## src/mwis_pkg.sv

```systemverilog
// ----------------------------------------------------------------------------
// mwis_pkg
// Shared widths, types and the controller state encoding for the
// max-weight increasing subsequence block.
// ----------------------------------------------------------------------------
package mwis_pkg;

    localparam int KEY_BITS    = 12;
    localparam int WEIGHT_BITS = 32;
    localparam int VALUE_BITS  = 48;
    localparam int KEY_COUNT   = 1 << KEY_BITS;
    localparam int NODE_COUNT  = 2 * KEY_COUNT;
    localparam int NODE_BITS   = $clog2(NODE_COUNT);
    localparam int LEVELS      = KEY_BITS;
    localparam int LEVEL_BITS  = $clog2(LEVELS + 1);

    typedef logic [KEY_BITS-1:0]    t_key;
    typedef logic [WEIGHT_BITS-1:0] t_weight;
    typedef logic [VALUE_BITS-1:0]  t_value;
    typedef logic [NODE_BITS-1:0]   t_node_addr;
    typedef logic [LEVEL_BITS-1:0]  t_level;

    typedef enum logic [2:0] {
        ST_CLEAR,
        ST_IDLE,
        ST_QUERY,
        ST_DRAIN,
        ST_SUM,
        ST_UPDATE,
        ST_WB,
        ST_DONE
    } t_state;

    typedef struct packed {
        logic       we;
        t_node_addr waddr;
        t_value     wdata;
        logic       re;
        t_node_addr raddr;
    } t_ram_req;

    typedef struct packed {
        logic   valid;
        t_value chain;
        t_value best;
    } t_res;

endpackage

```

## src/mwis_ifs.sv

```systemverilog
// ----------------------------------------------------------------------------
// mwis_ifs
// Valid/ready channels for requests (key, weight) and results
// (chain value, running best).
// ----------------------------------------------------------------------------
interface mwis_in_if;
    import mwis_pkg::*;

    logic    valid;
    logic    ready;
    t_key    key;
    t_weight weight;

    modport source (output valid, output key, output weight, input ready);
    modport sink   (input valid, input key, input weight, output ready);
endinterface


```

## src/mwis_ctrl.sv

```systemverilog
// ----------------------------------------------------------------------------
// mwis_ctrl
// Sequencer: clears the tree after reset, walks the prefix query one level
// a cycle, forms the saturated chain value, then raises every node on the
// key's path by read-modify-write.
// ----------------------------------------------------------------------------
module mwis_ctrl (
    input  logic                i_clk,
    input  logic                i_rst_n,
    mwis_in_if.sink             i_req,
    output mwis_pkg::t_ram_req  o_ram,
    input  mwis_pkg::t_value    i_rdata,
    output mwis_pkg::t_res      o_res,
    input  logic                i_res_ready
);
    import mwis_pkg::*;

    t_state     r_state, n_state;
    t_level     r_level, n_level;
    t_node_addr r_clr_addr, n_clr_addr;
    logic       r_rd_pend, n_rd_pend;
    t_node_addr r_wb_addr, n_wb_addr;
    t_key       r_key, n_key;
    t_weight    r_weight, n_weight;
    t_value     r_acc, n_acc;
    t_value     r_chain, n_chain;
    t_value     r_best, n_best;

    logic                 last_level;
    t_node_addr           path_node;
    logic [VALUE_BITS:0]  sum;
    t_value               chain_sat;
    t_value               raised;

    assign last_level = (r_level == t_level'(LEVELS - 1));
    // node on the key's path at the current level
    assign path_node  = t_node_addr'({1'b1, r_key} >> r_level);
    assign sum        = {1'b0, r_acc} + (VALUE_BITS+1)'(r_weight);
    assign chain_sat  = sum[VALUE_BITS] ? {VALUE_BITS{1'b1}} : sum[VALUE_BITS-1:0];
    assign raised     = (i_rdata > r_chain) ? i_rdata : r_chain;

    // next state
    always_comb begin
        n_state = r_state;
        unique case (r_state)
            ST_CLEAR:  if (r_clr_addr == t_node_addr'(NODE_COUNT - 1)) n_state = ST_IDLE;
            ST_IDLE:   if (i_req.valid) n_state = ST_QUERY;
            ST_QUERY:  if (last_level) n_state = ST_DRAIN;
            ST_DRAIN:  n_state = ST_SUM;
            ST_SUM:    n_state = ST_UPDATE;
            ST_UPDATE: if (last_level) n_state = ST_WB;
            ST_WB:     n_state = ST_DONE;
            ST_DONE:   if (i_res_ready) n_state = ST_IDLE;
            default:   n_state = ST_CLEAR;
        endcase
    end

    // outputs and datapath
    always_comb begin
        n_level    = r_level;
        n_clr_addr = r_clr_addr;
        n_rd_pend  = 1'b0;
        n_wb_addr  = r_wb_addr;
        n_key      = r_key;
        n_weight   = r_weight;
        n_acc      = r_acc;
        n_chain    = r_chain;
        n_best     = r_best;
        o_ram      = '0;
        i_req.ready = 1'b0;
        o_res.valid = 1'b0;
        o_res.chain = r_chain;
        o_res.best  = r_best;

        // returning query read folds into the prefix maximum
        if (r_rd_pend && (r_state == ST_QUERY || r_state == ST_DRAIN)) begin
            if (i_rdata > r_acc) n_acc = i_rdata;
        end
        // returning path read is raised and written back
        if (r_rd_pend && (r_state == ST_UPDATE || r_state == ST_WB)) begin
            o_ram.we    = 1'b1;
            o_ram.waddr = r_wb_addr;
            o_ram.wdata = raised;
        end

        unique case (r_state)
            ST_CLEAR: begin
                o_ram.we    = 1'b1;
                o_ram.waddr = r_clr_addr;
                o_ram.wdata = '0;
                n_clr_addr  = r_clr_addr + 1'b1;
            end
            ST_IDLE: begin
                i_req.ready = 1'b1;
                n_key       = i_req.key;
                n_weight    = i_req.weight;
                n_acc       = '0;
                n_level     = '0;
            end
            ST_QUERY: begin
                // left sibling of the path node covers keys below the key
                if (r_key[r_level]) begin
                    o_ram.re    = 1'b1;
                    o_ram.raddr = path_node - 1'b1;
                    n_rd_pend   = 1'b1;
                end
                n_level = last_level ? '0 : r_level + 1'b1;
            end
            ST_DRAIN: begin
            end
            ST_SUM: begin
                n_chain = chain_sat;
                n_best  = (chain_sat > r_best) ? chain_sat : r_best;
                n_level = '0;
            end
            ST_UPDATE: begin
                o_ram.re    = 1'b1;
                o_ram.raddr = path_node;
                n_rd_pend   = 1'b1;
                n_wb_addr   = path_node;
                n_level     = last_level ? '0 : r_level + 1'b1;
            end
            ST_WB: begin
            end
            ST_DONE: begin
                o_res.valid = 1'b1;
            end
            default: begin
            end
        endcase
    end

    always_ff @(posedge i_clk) begin
        if (!i_rst_n) begin
            r_state    <= ST_CLEAR;
            r_level    <= '0;
            r_clr_addr <= '0;
            r_rd_pend  <= 1'b0;
            r_best     <= '0;
        end else begin
            r_state    <= n_state;
            r_level    <= n_level;
            r_clr_addr <= n_clr_addr;
            r_rd_pend  <= n_rd_pend;
            r_best     <= n_best;
        end
    end

    always_ff @(posedge i_clk) begin
        r_wb_addr <= n_wb_addr;
        r_key     <= n_key;
        r_weight  <= n_weight;
        r_acc     <= n_acc;
        r_chain   <= n_chain;
    end

endmodule

```

## src/flat_wrapper.sv

```systemverilog
// flat-port wrapper written by rule: the top's interface ports become plain ports
module mwis_ctrl_flat import mwis_pkg::*;
  (i_clk, i_rst_n, o_ram, i_rdata, o_res, i_res_ready, i_req_valid, i_req_key, i_req_weight, i_req_ready);
  mwis_in_if i_req_i ();
  input  logic i_clk;
  input  logic i_rst_n;
  output mwis_pkg::t_ram_req o_ram;
  input  mwis_pkg::t_value i_rdata;
  output mwis_pkg::t_res o_res;
  input  logic i_res_ready;
  input wire logic [$bits(i_req_i.valid)-1:0] i_req_valid;
  input wire logic [$bits(i_req_i.key)-1:0] i_req_key;
  input wire logic [$bits(i_req_i.weight)-1:0] i_req_weight;
  output wire logic [$bits(i_req_i.ready)-1:0] i_req_ready;
  assign i_req_i.valid = i_req_valid;
  assign i_req_i.key = i_req_key;
  assign i_req_i.weight = i_req_weight;
  assign i_req_ready = i_req_i.ready;
  mwis_ctrl u_core (.i_clk(i_clk), .i_rst_n(i_rst_n), .i_req(i_req_i), .o_ram(o_ram), .i_rdata(i_rdata), .o_res(o_res), .i_res_ready(i_res_ready));
endmodule
```

## config.mk

```make
export PLATFORM = sky130hd
export DESIGN_NAME = mwis_ctrl_flat
export DESIGN_NICKNAME = d
export VERILOG_FILES = /design/src/mwis_pkg.sv /design/src/mwis_ifs.sv /design/src/mwis_ctrl.sv /design/src/flat_wrapper.sv
export SDC_FILE = /design/constraint.sdc
export NUM_CORES = 1
export LEC_CHECK = 0
export BUFFER_PORTS_ARGS = -buffer_cell sky130_fd_sc_hd__buf_2
export CAP_MARGIN = 20
export CORE_UTILIZATION = 58
export DETAILED_ROUTE_END_ITERATION = 10
export HOLD_SLACK_MARGIN = 0.02
export PLACE_DENSITY = 0.92
export SYNTH_ARGS = -nofsm -noshare
export SYNTH_HDL_FRONTEND = slang
export SYNTH_SLANG_ARGS = --single-unit
```

## constraint.sdc

```tcl
create_clock -name i_clk -period 6.05 [get_ports i_clk]
set_input_delay 0.9075 -clock i_clk [delete_from_list [all_inputs] [get_ports i_clk]]
set_output_delay 0.9075 -clock i_clk [all_outputs]
set_load 0.01 [all_outputs]
```

==> metrics.md <==
| Metric | Value |
|---|---|
| Outcome | `finished clean` |
| Worst Setup End Kind | `register` |
| Final worst-path cycle share | `95.48%` |
| R2R cell count | `19` |
| YS warnings | `0` |
| Dominant cells by area after synthesis | `edfxtp_1, dfxtp_1, ha_1` |
| EDFF count, synth | `105` |
| Cell area after synthesis | `about 15000 um^2` |
| Crit path max fanout | `51` |
| N_diodes | `0` |
| Grt total ovfl | `0` |
| Number of cell rows | `59` |
| Slew @ Worst Pin | `approximately 1 ns` |
| H-tree depth | `1` |
| Slew margin rel. | `33.98%` |
| Routability congestion estimate | `slightly below 1` |
| Antenna viol nets, final | `0` |
| Largest net degree at the start of global routing | `111` |
| # nets final | `2222` |
| Ratio of cells with drive above 1 in the final layout | `21.04%` |
| Synth top area share | `just over 20%` |
| Switch Pwr | `717.8 uW` |
| Mapped Avg Cell Area | `between 9 and 10 um^2` |
| Sw Share | `21.98%` |
| Setup TNS | `0 ns` |
| # DRC | `0` |
| Comb pwr share | `4.5%` |
| Main synth FF type | `dfxtp_1` |
| Seq cells post-synth | `around 220` |
| Share of power burned in registers | `48.0%` |
| Area Growth Syn to Fin | `16.28%` |
| RSZ-0062 raised after global routing | `no` |
| Root Driver | `clkbuf_16` |
| Clk slew on worst S/H paths | `0.06 ns` |
| Clk sinks | `222` |
| Avg WL per Cell | `19.89 um` |
| Total power | `3266 uW` |
| Routed vias/inst | `6.277` |
| Peak VDD IR | `230.3 uV` |
| Total core area | `26060 um^2` |
| Max-slew violation count | `0` |
| Worst min-delay path startpoint | `u_core.r_acc[0]` |
| Starting density of the core | `59.25%` |
| Post-synthesis cell type count | `69` |
| RR Endpoint | `u_core.r_best[18]` |
| Clk buf depth | `3` |
| Largest area contributor in the netlist | `edfxtp_1` |
| Clock Skew | `0.01082 ns` |
| Setup Crit Path Kind | `register to register` |
| Placed cell count | `2250` |
| Final Hold Vio Count | `0` |
| DR pass1 iterations | `6` |
| CTS tree | `done` |
| Routed WL | `45.70 mm` |
| Crit path DAT | `6.19 ns` |
| Tot GR Track Use | `32.75%` |
| Port Buf Inserts | `around 270` |
| Syn Nets | `between 1500 and 2000` |
| Worst r2r src | `u_core.r_weight[0]` |
| Die Y | `roughly 170 um` |
| Cell-internal power | `2548 uW` |
| CTS buffer count | `25` |
| Ys async rst share | `0%` |
| I/O pin cnt | `270` |
| Die extent in x | `165.2 um` |
| Post-synthesis sequential area ratio | `35.59%` |
| WHS Endpoint | `u_core.r_acc[0]` |
| Synth cell count leaders | `nand2_1, ha_1, inv_1, nor2_1, dfxtp_1` |
| Max Clock Freq | `~0.17 GHz` |
| Antenna violations before repair | `0` |
| Tmin final | `5.776 ns` |
| Setup violators final | `0` |
| Clock power frac | `47.5%` |
| First-pass GRT wire length | `about 70 mm` |
| Finished Layout Cells | `2298` |
| Hpwl dp | `34.45 mm` |
| Worst EP required | `around 6.5 ns` |
| Hold Path Stages | `2` |
| Max cap viols | `0` |
| Count leader, synth | `nand2_1` |
| Die ar. | `27280 um^2` |
| FF-to-FF setup slack | `between 0.2 and 0.3 ns` |
| P_leak | `0.007816 uW` |
| DRT iter0 DRCs | `1227` |
| Via count | `14420` |
| CP Launch Type | `register` |
| Clk_lat worst skew | `about 0.52 ns` |
| Vias in the first global route | `13550` |
| Hold_buf cts | `0` |
| Power Dens Cells | `181.9 nW/um^2` |
| Worst Hold Class | `register to register` |
| Synth Instances | `1706` |
## logic make-up (layout without fill, tap and decap cells)
group / Yosys count / after routing / share of synthesized area (%)
flip-flops: 222 / 222 / 35.59
buffers and inverters: 238 / 495 / 6.077
XOR/XNOR: 53 / 53 / 3.006
AO/OA/AOI/OAI: 374 / 374 / 16.44
AND/OR/NAND/NOR: 521 / 521 / 15.46
multiplexers: 117 / 117 / 8.711
adder cells (fa/ha/maj): 181 / 181 / 14.72
## metal layers
layer | track usage, % | up-vias | wire, um | share of wire [%]
met3 | 4.970 | 174 | 3945 | 8.6
met5 | 0 | - | 0 | 0
met1 | 41.23 | 6808 | 17910 | 39
met2 | 54.94 | 821 | 21590 | 47
met4 | 15.43 | 0 | 2257 | 4.9
li1 | - | 6621 | - | -
## cell type report
class | count | area [um^2]
Tap cell | 335 | 419.2
Fill cell | 1965 | 8104
Clock buffer | 33 | 715.7
Multi-Input combinational cell | 1246 | 9075
Clock inverter | 12 | 125.1
Timing Repair Buffer | 285 | 1504
Inverter | 165 | 620.6
Sequential cell | 222 | 5495
## state kept, by name, indices dropped and copies added, names as in the netlist
name,count
u_core.r_rd_pend,1
u_core.r_weight,32
u_core.r_chain,48
u_core.r_acc,48
u_core.r_wb_addr,13
u_core.r_clr_addr,13
u_core.r_level,4
u_core.r_best,48
u_core.r_state,3
u_core.r_key,12
## worst max-delay path by stage
stage / start / endpoint / slack (ns)
after floorplan: u_core.r_state[0] / u_core.r_best[36] / 0.69
after global routing: u_core.r_weight[0] / u_core.r_best[8] / 0.001
final: u_core.r_weight[0] / u_core.r_best[18] / 0.27
after CTS: u_core.r_weight[0] / u_core.r_best[18] / 0.21
after detailed placement: u_core.r_weight[0] / u_core.r_best[18] / 0.24
after global placement: u_core.r_weight[0] / u_core.r_best[36] / 0.55
## power groups by stage
stage	combinational [uW]	clock (uW)	sequential, uW
4_1_cts	144	1560	1570
3_3_place_gp	132	0	1600
5_1_grt	164	1620	1570
3_5_place_dp	141	0	1600
2_1_floorplan	65.6	0	1600
6_report	148	1550	1570
## placed cells by master (no fill, tap or decap), drive strengths merged, types with 15 or more instances in the layout
cell type / n
ha: 180
a21oi: 97
xor2: 23
clkbuf: 33
nand3: 23
xnor2: 30
buf: 285
nor3: 32
edfxtp: 105
o21ai: 75
nor2: 133
nand4: 41
inv: 164
a21o: 53
a211oi: 15
mux2: 49
mux2i: 59
dfxtp: 117
nand2: 213
a22o: 17
a311oi: 26
## what timing repair did
item / 4_1_cts / 5_1_grt
gates resized for setup: 0 / 2
buffers inserted: 0 / 1
setup endpoints to repair: 0 / 26
## worst max-delay path: stages (launching register included)
cell and delay (ns):
edfxtp_1 0.37, ha_1 0.24, fa_1 0.43, a211oi_1 0.36, o211ai_1 0.18, nand4_1 0.19, a21o_1 0.19, a21oi_1 0.16
o21ai_2 0.37, or2_1 0.20, mux2_1 0.35, ha_1 0.32, nand4_1 0.19, nor4_1 0.55, and4_1 0.31, a221o_1 0.20
and2_2 0.17, buf_4 0.44, nor2_1 0.12, a311oi_1 0.30
## through the flow
step	util [%]	area [um^2]	setup WS [ns]	hold WS, ns
final	68.90	17950	0.2736	0.4978
after global routing	68.90	17950	0.001101	0.5336
after CTS	68.66	17890	0.2069	0.4967
after detailed placement	65.43	17050	0.2447	0.4866
after global placement	65.43	17050	0.5532	0.4738
after floorplan	-	15440	0.6862	0.4595
(Power assumes the default switching activity.)
